<file path="config.mk">
export PLATFORM = sky130hd
export DESIGN_NAME = negative_radix_converter
export DESIGN_NICKNAME = d
export VERILOG_FILES = /design/src/rtl/core/nrc_pkg.sv /design/src/rtl/core/nrc_front.sv /design/src/rtl/core/nrc_queue.sv /design/src/rtl/core/nrc_back.sv /design/src/rtl/core/negative_radix_converter.sv
export SDC_FILE = /design/constraint.sdc
export NUM_CORES = 1
export LEC_CHECK = 0
export ABC_AREA = 1
export BUFFER_PORTS_ARGS = -buffer_cell sky130_fd_sc_hd__buf_2
export CELL_PAD_IN_SITES_DETAIL_PLACEMENT = 1
export CELL_PAD_IN_SITES_GLOBAL_PLACEMENT = 1
export CORE_MARGIN = 8
export CORE_UTILIZATION = 33
export CTS_CLUSTER_DIAMETER = 120
export DETAILED_ROUTE_END_ITERATION = 10
export PLACE_DENSITY_LB_ADDON = 0.1
export SLEW_MARGIN = 20
export SYNTH_ARGS = -nofsm -noshare
export SYNTH_HDL_FRONTEND = slang
export SYNTH_HIERARCHICAL = 1
export SYNTH_SLANG_ARGS = --single-unit
</file>
<file path="constraint.sdc">
create_clock -name clk -period 11.2 [get_ports clk]
set_clock_uncertainty 0.05 [all_clocks]
set_input_delay 1.12 -clock clk [delete_from_list [all_inputs] [get_ports clk]]
set_output_delay 1.12 -clock clk [all_outputs]
set_load 0.01 [all_outputs]
</file>
<file path="src/rtl/core/nrc_pkg.sv">
// Shared constants, job control type and digit-to-character mapping for the converter.
package nrc_pkg;

	localparam int unsigned QUEUE_DEPTH = 2;
	localparam int unsigned DIV_STEP    = 8;
	localparam int unsigned DIGIT_W     = 6;
	localparam int unsigned CHAR_W      = 7;
	localparam int unsigned RADIX_W     = 7;

	localparam logic signed [RADIX_W-1:0] RADIX_RESET = -7'sd2;
	localparam logic signed [RADIX_W-1:0] RADIX_HI    = -7'sd2;
	localparam logic signed [RADIX_W-1:0] RADIX_LO    = -7'sd36;

	localparam logic [DIGIT_W-1:0] BASE_MIN  = 6'd2;
	localparam logic [DIGIT_W-1:0] BASE_MAX  = 6'd36;
	localparam logic [DIGIT_W-1:0] DIGIT_TOP = 6'd35;
	localparam logic [DIGIT_W-1:0] DIGIT_TEN = 6'd10;

	localparam logic [CHAR_W-1:0] CHAR_ZERO  = 7'd48;
	localparam logic [CHAR_W-1:0] CHAR_ALPHA = 7'd55;

	typedef struct packed {
		logic               is_zero;
		logic [DIGIT_W-1:0] base;
	} job_ctrl_t;

	function automatic logic [CHAR_W-1:0] digit_to_char(input logic [DIGIT_W-1:0] d);
		logic [DIGIT_W-1:0] c;
		c = (d > DIGIT_TOP) ? DIGIT_TOP : d;
		if (c < DIGIT_TEN) begin
			return CHAR_ZERO + CHAR_W'(c);
		end
		return CHAR_ALPHA + CHAR_W'(c);
	endfunction

endpackage

</file>
<file path="src/rtl/core/nrc_front.sv">
// Front end: radix register, radix clamping, zero detection and job enqueue.
module nrc_front import nrc_pkg::*; #(
	parameter int unsigned VALUE_WIDTH = 32
) (
	input  logic                          clk,
	input  logic                          arst_n,
	input  logic                          start,
	output logic                          busy,
	input  logic [VALUE_WIDTH-1:0]        value,
	input  logic                          cfg_valid,
	output logic                          cfg_ready,
	input  logic signed [RADIX_W-1:0]     cfg_radix,
	input  logic                          q_full,
	output logic                          push,
	output job_ctrl_t                     push_ctrl,
	output logic [VALUE_WIDTH-1:0]        push_value
);

	logic signed [RADIX_W-1:0] radix_q;
	logic signed [RADIX_W-1:0] radix_neg;
	logic [DIGIT_W-1:0]        base;

	always_ff @(posedge clk or negedge arst_n) begin
		if (!arst_n) begin
			radix_q <= RADIX_RESET;
		end else if (cfg_valid && cfg_ready) begin
			radix_q <= cfg_radix;
		end
	end

	assign radix_neg = -radix_q;

	// out-of-range radices saturate to the nearest legal base
	always_comb begin
		priority if (radix_q > RADIX_HI) begin
			base = BASE_MIN;
		end else if (radix_q < RADIX_LO) begin
			base = BASE_MAX;
		end else begin
			base = radix_neg[DIGIT_W-1:0];
		end
	end

	assign cfg_ready         = 1'b1;
	assign busy              = q_full;
	assign push              = start && !q_full;
	assign push_ctrl.is_zero = (value == '0);
	assign push_ctrl.base    = base;
	assign push_value        = value;

endmodule

</file>
<file path="src/rtl/core/nrc_queue.sv">
// Small job FIFO between front end and conversion engine.
module nrc_queue import nrc_pkg::*; #(
	parameter int unsigned W = 39
) (
	input  logic         clk,
	input  logic         arst_n,
	input  logic         push,
	input  logic [W-1:0] push_data,
	input  logic         pop,
	output logic [W-1:0] pop_data,
	output logic         empty,
	output logic         full
);

	localparam int unsigned PTR_W = (QUEUE_DEPTH > 1) ? $clog2(QUEUE_DEPTH) : 1;
	localparam int unsigned CNT_W = $clog2(QUEUE_DEPTH + 1);

	logic [W-1:0]     entries_q [QUEUE_DEPTH];
	logic [PTR_W-1:0] wr_ptr_q;
	logic [PTR_W-1:0] rd_ptr_q;
	logic [CNT_W-1:0] cnt_q;
	logic             do_push;
	logic             do_pop;

	assign empty   = (cnt_q == '0);
	assign full    = (cnt_q == CNT_W'(QUEUE_DEPTH));
	assign do_push = push && !full;
	assign do_pop  = pop && !empty;
	assign pop_data = entries_q[rd_ptr_q];

	always_ff @(posedge clk) begin
		if (do_push) begin
			entries_q[wr_ptr_q] <= push_data;
		end
	end

	always_ff @(posedge clk or negedge arst_n) begin
		if (!arst_n) begin
			wr_ptr_q <= '0;
			rd_ptr_q <= '0;
			cnt_q    <= '0;
		end else begin
			if (do_push) begin
				wr_ptr_q <= (wr_ptr_q == PTR_W'(QUEUE_DEPTH - 1)) ? '0 : wr_ptr_q + 1'b1;
			end
			if (do_pop) begin
				rd_ptr_q <= (rd_ptr_q == PTR_W'(QUEUE_DEPTH - 1)) ? '0 : rd_ptr_q + 1'b1;
			end
			if (do_push && !do_pop) begin
				cnt_q <= cnt_q + 1'b1;
			end else if (do_pop && !do_push) begin
				cnt_q <= cnt_q - 1'b1;
			end
		end
	end

endmodule

</file>
<file path="src/rtl/core/nrc_back.sv">
// Conversion engine: iterative divide by |radix|, digit stack, MSB-first digit emission.
module nrc_back import nrc_pkg::*; #(
	parameter int unsigned VALUE_WIDTH = 32,
	parameter int unsigned MAX_DIGITS  = 34
) (
	input  logic                   clk,
	input  logic                   arst_n,
	input  logic                   q_empty,
	output logic                   q_pop,
	input  job_ctrl_t              job_ctrl,
	input  logic [VALUE_WIDTH-1:0] job_value,
	output logic                   digit_valid,
	output logic [CHAR_W-1:0]      digit_char,
	output logic                   last_digit
);

	localparam int unsigned MAG_W  = VALUE_WIDTH;
	localparam int unsigned CHUNKS = (MAG_W + DIV_STEP - 1) / DIV_STEP;
	localparam int unsigned PW     = CHUNKS * DIV_STEP;
	localparam int unsigned CK_W   = (CHUNKS > 1) ? $clog2(CHUNKS) : 1;
	localparam int unsigned CNT_W  = $clog2(MAX_DIGITS + 1);
	localparam int unsigned AW     = $clog2(MAX_DIGITS);

	typedef enum logic [3:0] {
		S_IDLE = 4'b0001,
		S_DIV  = 4'b0010,
		S_FIX  = 4'b0100,
		S_EMIT = 4'b1000
	} state_t;

	state_t             state_q;
	logic               neg_q;
	logic [DIGIT_W-1:0] base_q;
	logic [PW-1:0]      dq_q;
	logic [DIGIT_W-1:0] rem_q;
	logic [CK_W-1:0]    chunk_q;
	logic [CNT_W-1:0]   count_q;
	logic [AW-1:0]      rd_idx_q;

	logic [DIGIT_W-1:0] stack_mem [MAX_DIGITS];
	logic [DIGIT_W-1:0] rd_data_s1;
	logic               rd_vld_s1;
	logic               rd_last_s1;

	logic               digit_valid_q;
	logic [CHAR_W-1:0]  digit_char_q;
	logic               last_digit_q;

	logic [PW-1:0]      dq_n;
	logic [DIGIT_W-1:0] rem_n;
	logic [MAG_W-1:0]   mag_in;
	logic [MAG_W-1:0]   mq;
	logic               rem_nz;
	logic [DIGIT_W-1:0] digit;
	logic [MAG_W-1:0]   mag_next;
	logic               conv_done;
	logic               stk_we;
	logic [AW-1:0]      stk_waddr;
	logic [DIGIT_W-1:0] stk_wdata;

	// DIV_STEP restoring-division steps per cycle; remainder stays below base
	always_comb begin
		logic [DIGIT_W:0] trial;
		logic             qbit;
		dq_n  = dq_q;
		rem_n = rem_q;
		for (int i = 0; i < DIV_STEP; i++) begin
			trial = {rem_n, dq_n[PW-1]};
			if (trial >= {1'b0, base_q}) begin
				trial = trial - {1'b0, base_q};
				qbit  = 1'b1;
			end else begin
				qbit  = 1'b0;
			end
			rem_n = trial[DIGIT_W-1:0];
			dq_n  = {dq_n[PW-2:0], qbit};
		end
	end

	assign mag_in = job_value[VALUE_WIDTH-1] ? (~job_value + MAG_W'(1)) : job_value;

	// Sign/magnitude form of the negabase step:
	// q >= 0: digit r, next q = -(|q| div b)
	// q < 0 : digit b - r (or 0), next q = (|q| div b) + (r != 0)
	assign mq        = dq_q[MAG_W-1:0];
	assign rem_nz    = (rem_q != '0);
	assign digit     = (neg_q && rem_nz) ? (base_q - rem_q) : (neg_q ? '0 : rem_q);
	assign mag_next  = (neg_q && rem_nz) ? (mq + MAG_W'(1)) : mq;
	assign conv_done = (mag_next == '0) || (count_q == CNT_W'(MAX_DIGITS - 1));

	assign q_pop = (state_q == S_IDLE) && !q_empty;

	assign stk_we    = (q_pop && job_ctrl.is_zero) || (state_q == S_FIX);
	assign stk_waddr = (state_q == S_FIX) ? count_q[AW-1:0] : '0;
	assign stk_wdata = (state_q == S_FIX) ? digit : '0;

	always_ff @(posedge clk) begin
		if (stk_we) begin
			stack_mem[stk_waddr] <= stk_wdata;
		end
		if (state_q == S_EMIT) begin
			rd_data_s1 <= stack_mem[rd_idx_q];
			rd_last_s1 <= (rd_idx_q == '0);
		end
	end

	always_ff @(posedge clk or negedge arst_n) begin
		if (!arst_n) begin
			state_q  <= S_IDLE;
			neg_q    <= 1'b0;
			base_q   <= BASE_MIN;
			dq_q     <= '0;
			rem_q    <= '0;
			chunk_q  <= '0;
			count_q  <= '0;
			rd_idx_q <= '0;
		end else begin
			unique case (state_q)
				S_IDLE: begin
					if (!q_empty) begin
						base_q  <= job_ctrl.base;
						neg_q   <= job_value[VALUE_WIDTH-1];
						dq_q    <= PW'(mag_in);
						rem_q   <= '0;
						chunk_q <= '0;
						if (job_ctrl.is_zero) begin
							count_q  <= CNT_W'(1);
							rd_idx_q <= '0;
							state_q  <= S_EMIT;
						end else begin
							count_q <= '0;
							state_q <= S_DIV;
						end
					end
				end
				S_DIV: begin
					dq_q    <= dq_n;
					rem_q   <= rem_n;
					chunk_q <= chunk_q + 1'b1;
					if (chunk_q == CK_W'(CHUNKS - 1)) begin
						state_q <= S_FIX;
					end
				end
				S_FIX: begin
					count_q <= count_q + 1'b1;
					neg_q   <= !neg_q;
					dq_q    <= PW'(mag_next);
					rem_q   <= '0;
					chunk_q <= '0;
					if (conv_done) begin
						rd_idx_q <= count_q[AW-1:0];
						state_q  <= S_EMIT;
					end else begin
						state_q <= S_DIV;
					end
				end
				S_EMIT: begin
					if (rd_idx_q == '0) begin
						state_q <= S_IDLE;
					end else begin
						rd_idx_q <= rd_idx_q - 1'b1;
					end
				end
				default: begin
					state_q <= S_IDLE;
				end
			endcase
		end
	end

	always_ff @(posedge clk or negedge arst_n) begin
		if (!arst_n) begin
			rd_vld_s1     <= 1'b0;
			digit_valid_q <= 1'b0;
		end else begin
			rd_vld_s1     <= (state_q == S_EMIT);
			digit_valid_q <= rd_vld_s1;
		end
	end

	always_ff @(posedge clk) begin
		digit_char_q <= digit_to_char(rd_data_s1);
		last_digit_q <= rd_last_s1;
	end

	assign digit_valid = digit_valid_q;
	assign digit_char  = digit_char_q;
	assign last_digit  = last_digit_q;

endmodule

</file>
<file path="src/rtl/core/negative_radix_converter.sv">
// Top level of the negative-radix converter: front end, job queue, conversion engine.
//
//  channel  | signals                           | beat taken when
//  ---------+-----------------------------------+------------------------------
//  input    | start, busy, value                | start && !busy
//  config   | cfg_valid, cfg_ready, cfg_radix   | cfg_valid && cfg_ready
//  result   | digit_valid, digit_char, last_digit | every cycle digit_valid is high
//
//  Each digit is produced by the divider in S_DIV (8 quotient bits per cycle) and
//  then a fix-up step in S_FIX that forms the digit and the next quotient.
//  Digits then leave one per cycle from the stack, registered in rd_data_s1 and then digit_char_q.
//  Between the front end and the engine, a 2-deep queue
//  takes new items while the engine works, and busy rises only when the queue is full.
//  arst_n clears all control state; stack contents are don't-care until written.
module negative_radix_converter import nrc_pkg::*; #(
	parameter int unsigned MAX_DIGITS  = 34,
	parameter int unsigned VALUE_WIDTH = 32
) (
	input  logic                          clk,
	input  logic                          arst_n,
	input  logic                          start,
	output logic                          busy,
	input  logic signed [VALUE_WIDTH-1:0] value,
	input  logic                          cfg_valid,
	output logic                          cfg_ready,
	input  logic signed [RADIX_W-1:0]     cfg_radix,
	output logic                          digit_valid,
	output logic [CHAR_W-1:0]             digit_char,
	output logic                          last_digit
);

	localparam int unsigned CTRL_W = $bits(job_ctrl_t);
	localparam int unsigned JOB_W  = CTRL_W + VALUE_WIDTH;

	logic                   q_full;
	logic                   q_empty;
	logic                   push;
	logic                   pop;
	job_ctrl_t              push_ctrl;
	logic [VALUE_WIDTH-1:0] push_value;
	logic [JOB_W-1:0]       pop_data;
	job_ctrl_t              job_ctrl;
	logic [VALUE_WIDTH-1:0] job_value;

	nrc_front #(
		.VALUE_WIDTH(VALUE_WIDTH)
	) u_front (
		.clk       (clk),
		.arst_n    (arst_n),
		.start     (start),
		.busy      (busy),
		.value     (value),
		.cfg_valid (cfg_valid),
		.cfg_ready (cfg_ready),
		.cfg_radix (cfg_radix),
		.q_full    (q_full),
		.push      (push),
		.push_ctrl (push_ctrl),
		.push_value(push_value)
	);

	nrc_queue #(
		.W(JOB_W)
	) u_queue (
		.clk      (clk),
		.arst_n   (arst_n),
		.push     (push),
		.push_data({push_ctrl, push_value}),
		.pop      (pop),
		.pop_data (pop_data),
		.empty    (q_empty),
		.full     (q_full)
	);

	assign job_ctrl  = job_ctrl_t'(pop_data[JOB_W-1 -: CTRL_W]);
	assign job_value = pop_data[VALUE_WIDTH-1:0];

	nrc_back #(
		.VALUE_WIDTH(VALUE_WIDTH),
		.MAX_DIGITS (MAX_DIGITS)
	) u_back (
		.clk        (clk),
		.arst_n     (arst_n),
		.q_empty    (q_empty),
		.q_pop      (pop),
		.job_ctrl   (job_ctrl),
		.job_value  (job_value),
		.digit_valid(digit_valid),
		.digit_char (digit_char),
		.last_digit (last_digit)
	);

endmodule

</file>
==> impl_metrics.yaml <==
status:
  status: "completed"
timing:
  hold_ws_ps: 314
  relSlewSlack: 0.324
  fin_crit_ps: 10980
  max_freq_ghz: 0.0911
  finalSetupViolCount: 0
  finalCritPeriodShare: 0.980
  tightest_slew_ps: 1010
  final_max_slew_viol_count: 0
  hold_violations: 0
  rsz0062_at_grt: "yes"
grt:
  grt.total_usage: 0.176
  grt_max_degree: 67
  grt_overflow: 0
  grt_pass1_wl_um: 98200
  grt_antenna_before_repair: 0
  grt_pass1_vias: 16900
synthesis:
  synth.area.top_cells: "edfxtp_1 43%, nand2_1 9.2%, dfrtp_1 8.4%"
  yosys.area_share.simple: 0.204
  netlist_area_um2: 20300
  synth_seq_cells: 373
  avgSynthCellArea_um2: 9.16
  yosys_warnings: 6
  synthCells: 2221
  ys_seq_area_frac: 0.529
  synth_mux_area_frac: 0.00105
  synthMostInstantiatedCell: "nand2_1"
  synth-compound-area-share: 0.115
  synth_fp_nets: 2337
  ys.flop_type: "edfxtp_1"
  synthAdderAreaFrac: 0.0482
  synth_xor_area_frac: 0.0357
  synth_top_area_frac: 0.427
  synth_top_family_by_area: "simple AND/OR/NAND/NOR gates"
  synth_common_cells: "501 x nand2_1, 289 x edfxtp_1, 241 x nor2_1"
  synthArstFlopShare: 0.204
  synth_edf_count: 289
  synth.largest_area_cell: "edfxtp_1"
  ys_types: 60
detailed_routing:
  dr.pass1.iters: 4
  wl_per_cell_um: 19.9
  drcViolationCount: 0
  vias: 16000
  drtAntennaViolNets: 0
  routed_wl_um: 62600
  drt_iter0_drc: 774
  viasPerCell: 5.09
hold_path:
  hp-class: "register to register"
clock_tree:
  cts_sinks: 373
  cts_hold_buffers: 0
  clk-insertion-delay-late_ps: 570
  path_clk_slew_ps: 60
  cts_tree: "built"
  numCtsBuffers: 42
  h-tree-depth: 2
  cts_buffer_depth: 3
  clockRootBuffer: "clkbuf_16"
placed_design:
  dp.cells: 3028
  dp_hpwl_um: 43500
  portBuffers: 52
  finalWeightedCongestion: 0.844
  post_dp_cell_area_um2: 21800
critical_path:
  worstSetupEndpointType: "register"
  critPathArrivalTime_ps: 11370
  cpMostUsedCell: "nand2_2"
  worst_path_max_delay_cell: "dfstp_4"
  worstSetupPathType: "register to register"
  required_ps: 11600
  critPathMaxStageDelay_ps: 630
  worst_setup_path_start_kind: "register"
  crit_fanout: 7
run:
  cap_viol_max_count: 0
die:
  die_h_um: 264
  die-width_um: 264
  die-area_um2: 69800
  initial_core_util: 0.331
  io_pins: 54
  rows: 91
  core-area_um2: 61400
finish:
  final_nets: 2438
  final_util: 0.390
  stdcell_count: 3146
  drive_above_1_share: 0.177
  design_area_um2: 23900
  synthToLayoutAreaGrowth_pct: 17.7
## sequential cells by signal, summed over array words and instances, names as in the netlist, 2 cells and up
name and flops:
u_back/chunk_q 2, u_queue/entries_q 78, u_back/digit_char 7, u_back/rd_idx_q 6, u_back/stack_mem 204, u_front/radix_q 7, u_back/dq_q 32, u_back/rem_q 6
u_queue/cnt_q 2, u_back/base_q 6, u_back/count_q 6, u_back/rd_data_s1 6, u_back/state_q 4
## placed cells by master, fill, tap and decap left out, types with 12 or more instances in the layout
master       n
nor4_1      12
inv_2       19
o21ai_0    195
a21oi_1     65
nor2_1     240
clkbuf_1    16
xnor2_1     22
nand3_2     16
nand2_1    459
ha_1        40
nand4_1     42
xor2_1      59
nand3_1     67
nand2_2     38
nor3_1      29
ha_4        24
edfxtp_1   289
inv_1      192
buf_4      114
o22ai_1     60
dfrtp_1     67
clkinv_2    12
buf_2       51
clkbuf_16   42
a21oi_2     12
## per-layer routing
| metal | GRT usage | up-vias | part of all wire |
|---|---|---|---|
| li1 | - | 7790 | - |
| met3 | 0.0196 | 84 | 0.023 |
| met2 | 0.311 | 186 | 0.50 |
| met4 | 0.0607 | 0 | 0.030 |
| met1 | 0.221 | 7958 | 0.44 |
| met5 | 0 | - | 0 |
## stage by stage
stage | setup WS [ps] | setup TNS (ps)
2_1_floorplan | 44.0 | 0
3_3_place_gp | -12.5 | -45.2
3_5_place_dp | -537 | -3590
4_1_cts | 12.5 | 0
5_1_grt | -529 | -3560
6_report | 221 | 0
## path summary, 6_finish.rpt
check / startpoint / to / slack [ps] / cells past startpoint
worst min register to register: u_back/rd_last_s1 / u_back/last_digit / 310 / 0
worst max register to register: u_back/base_q[1] / u_back/rem_q[0] / 220 / 84
worst min-delay path: u_back/rd_last_s1 / u_back/last_digit / 310 / 0
max in group asynchronous: arst_n / u_back/rd_idx_q[0] / 9570 / 2
worst max-delay path: u_back/base_q[1] / u_back/rem_q[0] / 220 / 84
min in group asynchronous: arst_n / u_queue/cnt_q[1] / 460 / 1
## kinds of logic after synthesis
| logic type | Yosys count |
|---|---|
| compound gates | 409 |
| xor+xnor | 83 |
| fa+ha+maj | 73 |
| buf+inv | 325 |
| flops | 373 |
| mux | 2 |
| other cells | 1 |
| simple gates | 955 |
## what timing repair did
item / in CTS / in global routing
resized for setup: 20 / 103
setup buffers: 9 / 31
pin swaps: 9 / 86
setup endpoints to repair: 7 / 7
## worst max-delay path, delay by kind of cell (launching register included)
| family | cells | cell delay, ps |
|---|---|---|
| compound gates | 21 | 3200 |
| buf+inv | 15 | 1200 |
| fa+ha+maj | 8 | 2010 |
| simple gates | 40 | 3740 |
| flops | 1 | 630 |
## layout make-up
class	instances	area (um^2)
Antenna cell	1	2.50
Clock buffer	61	1150
Clock inverter	16	130
Fill cell	7020	37400
Inverter	216	815
Multi-Input combinational cell	1523	8960
Sequential cell	373	10800
Tap cell	790	988
Timing Repair Buffer	166	1120
Power is left out: the tool's default activity adds up to more than one toggle a clock period on the data nets, which glitch-free logic cannot reach.
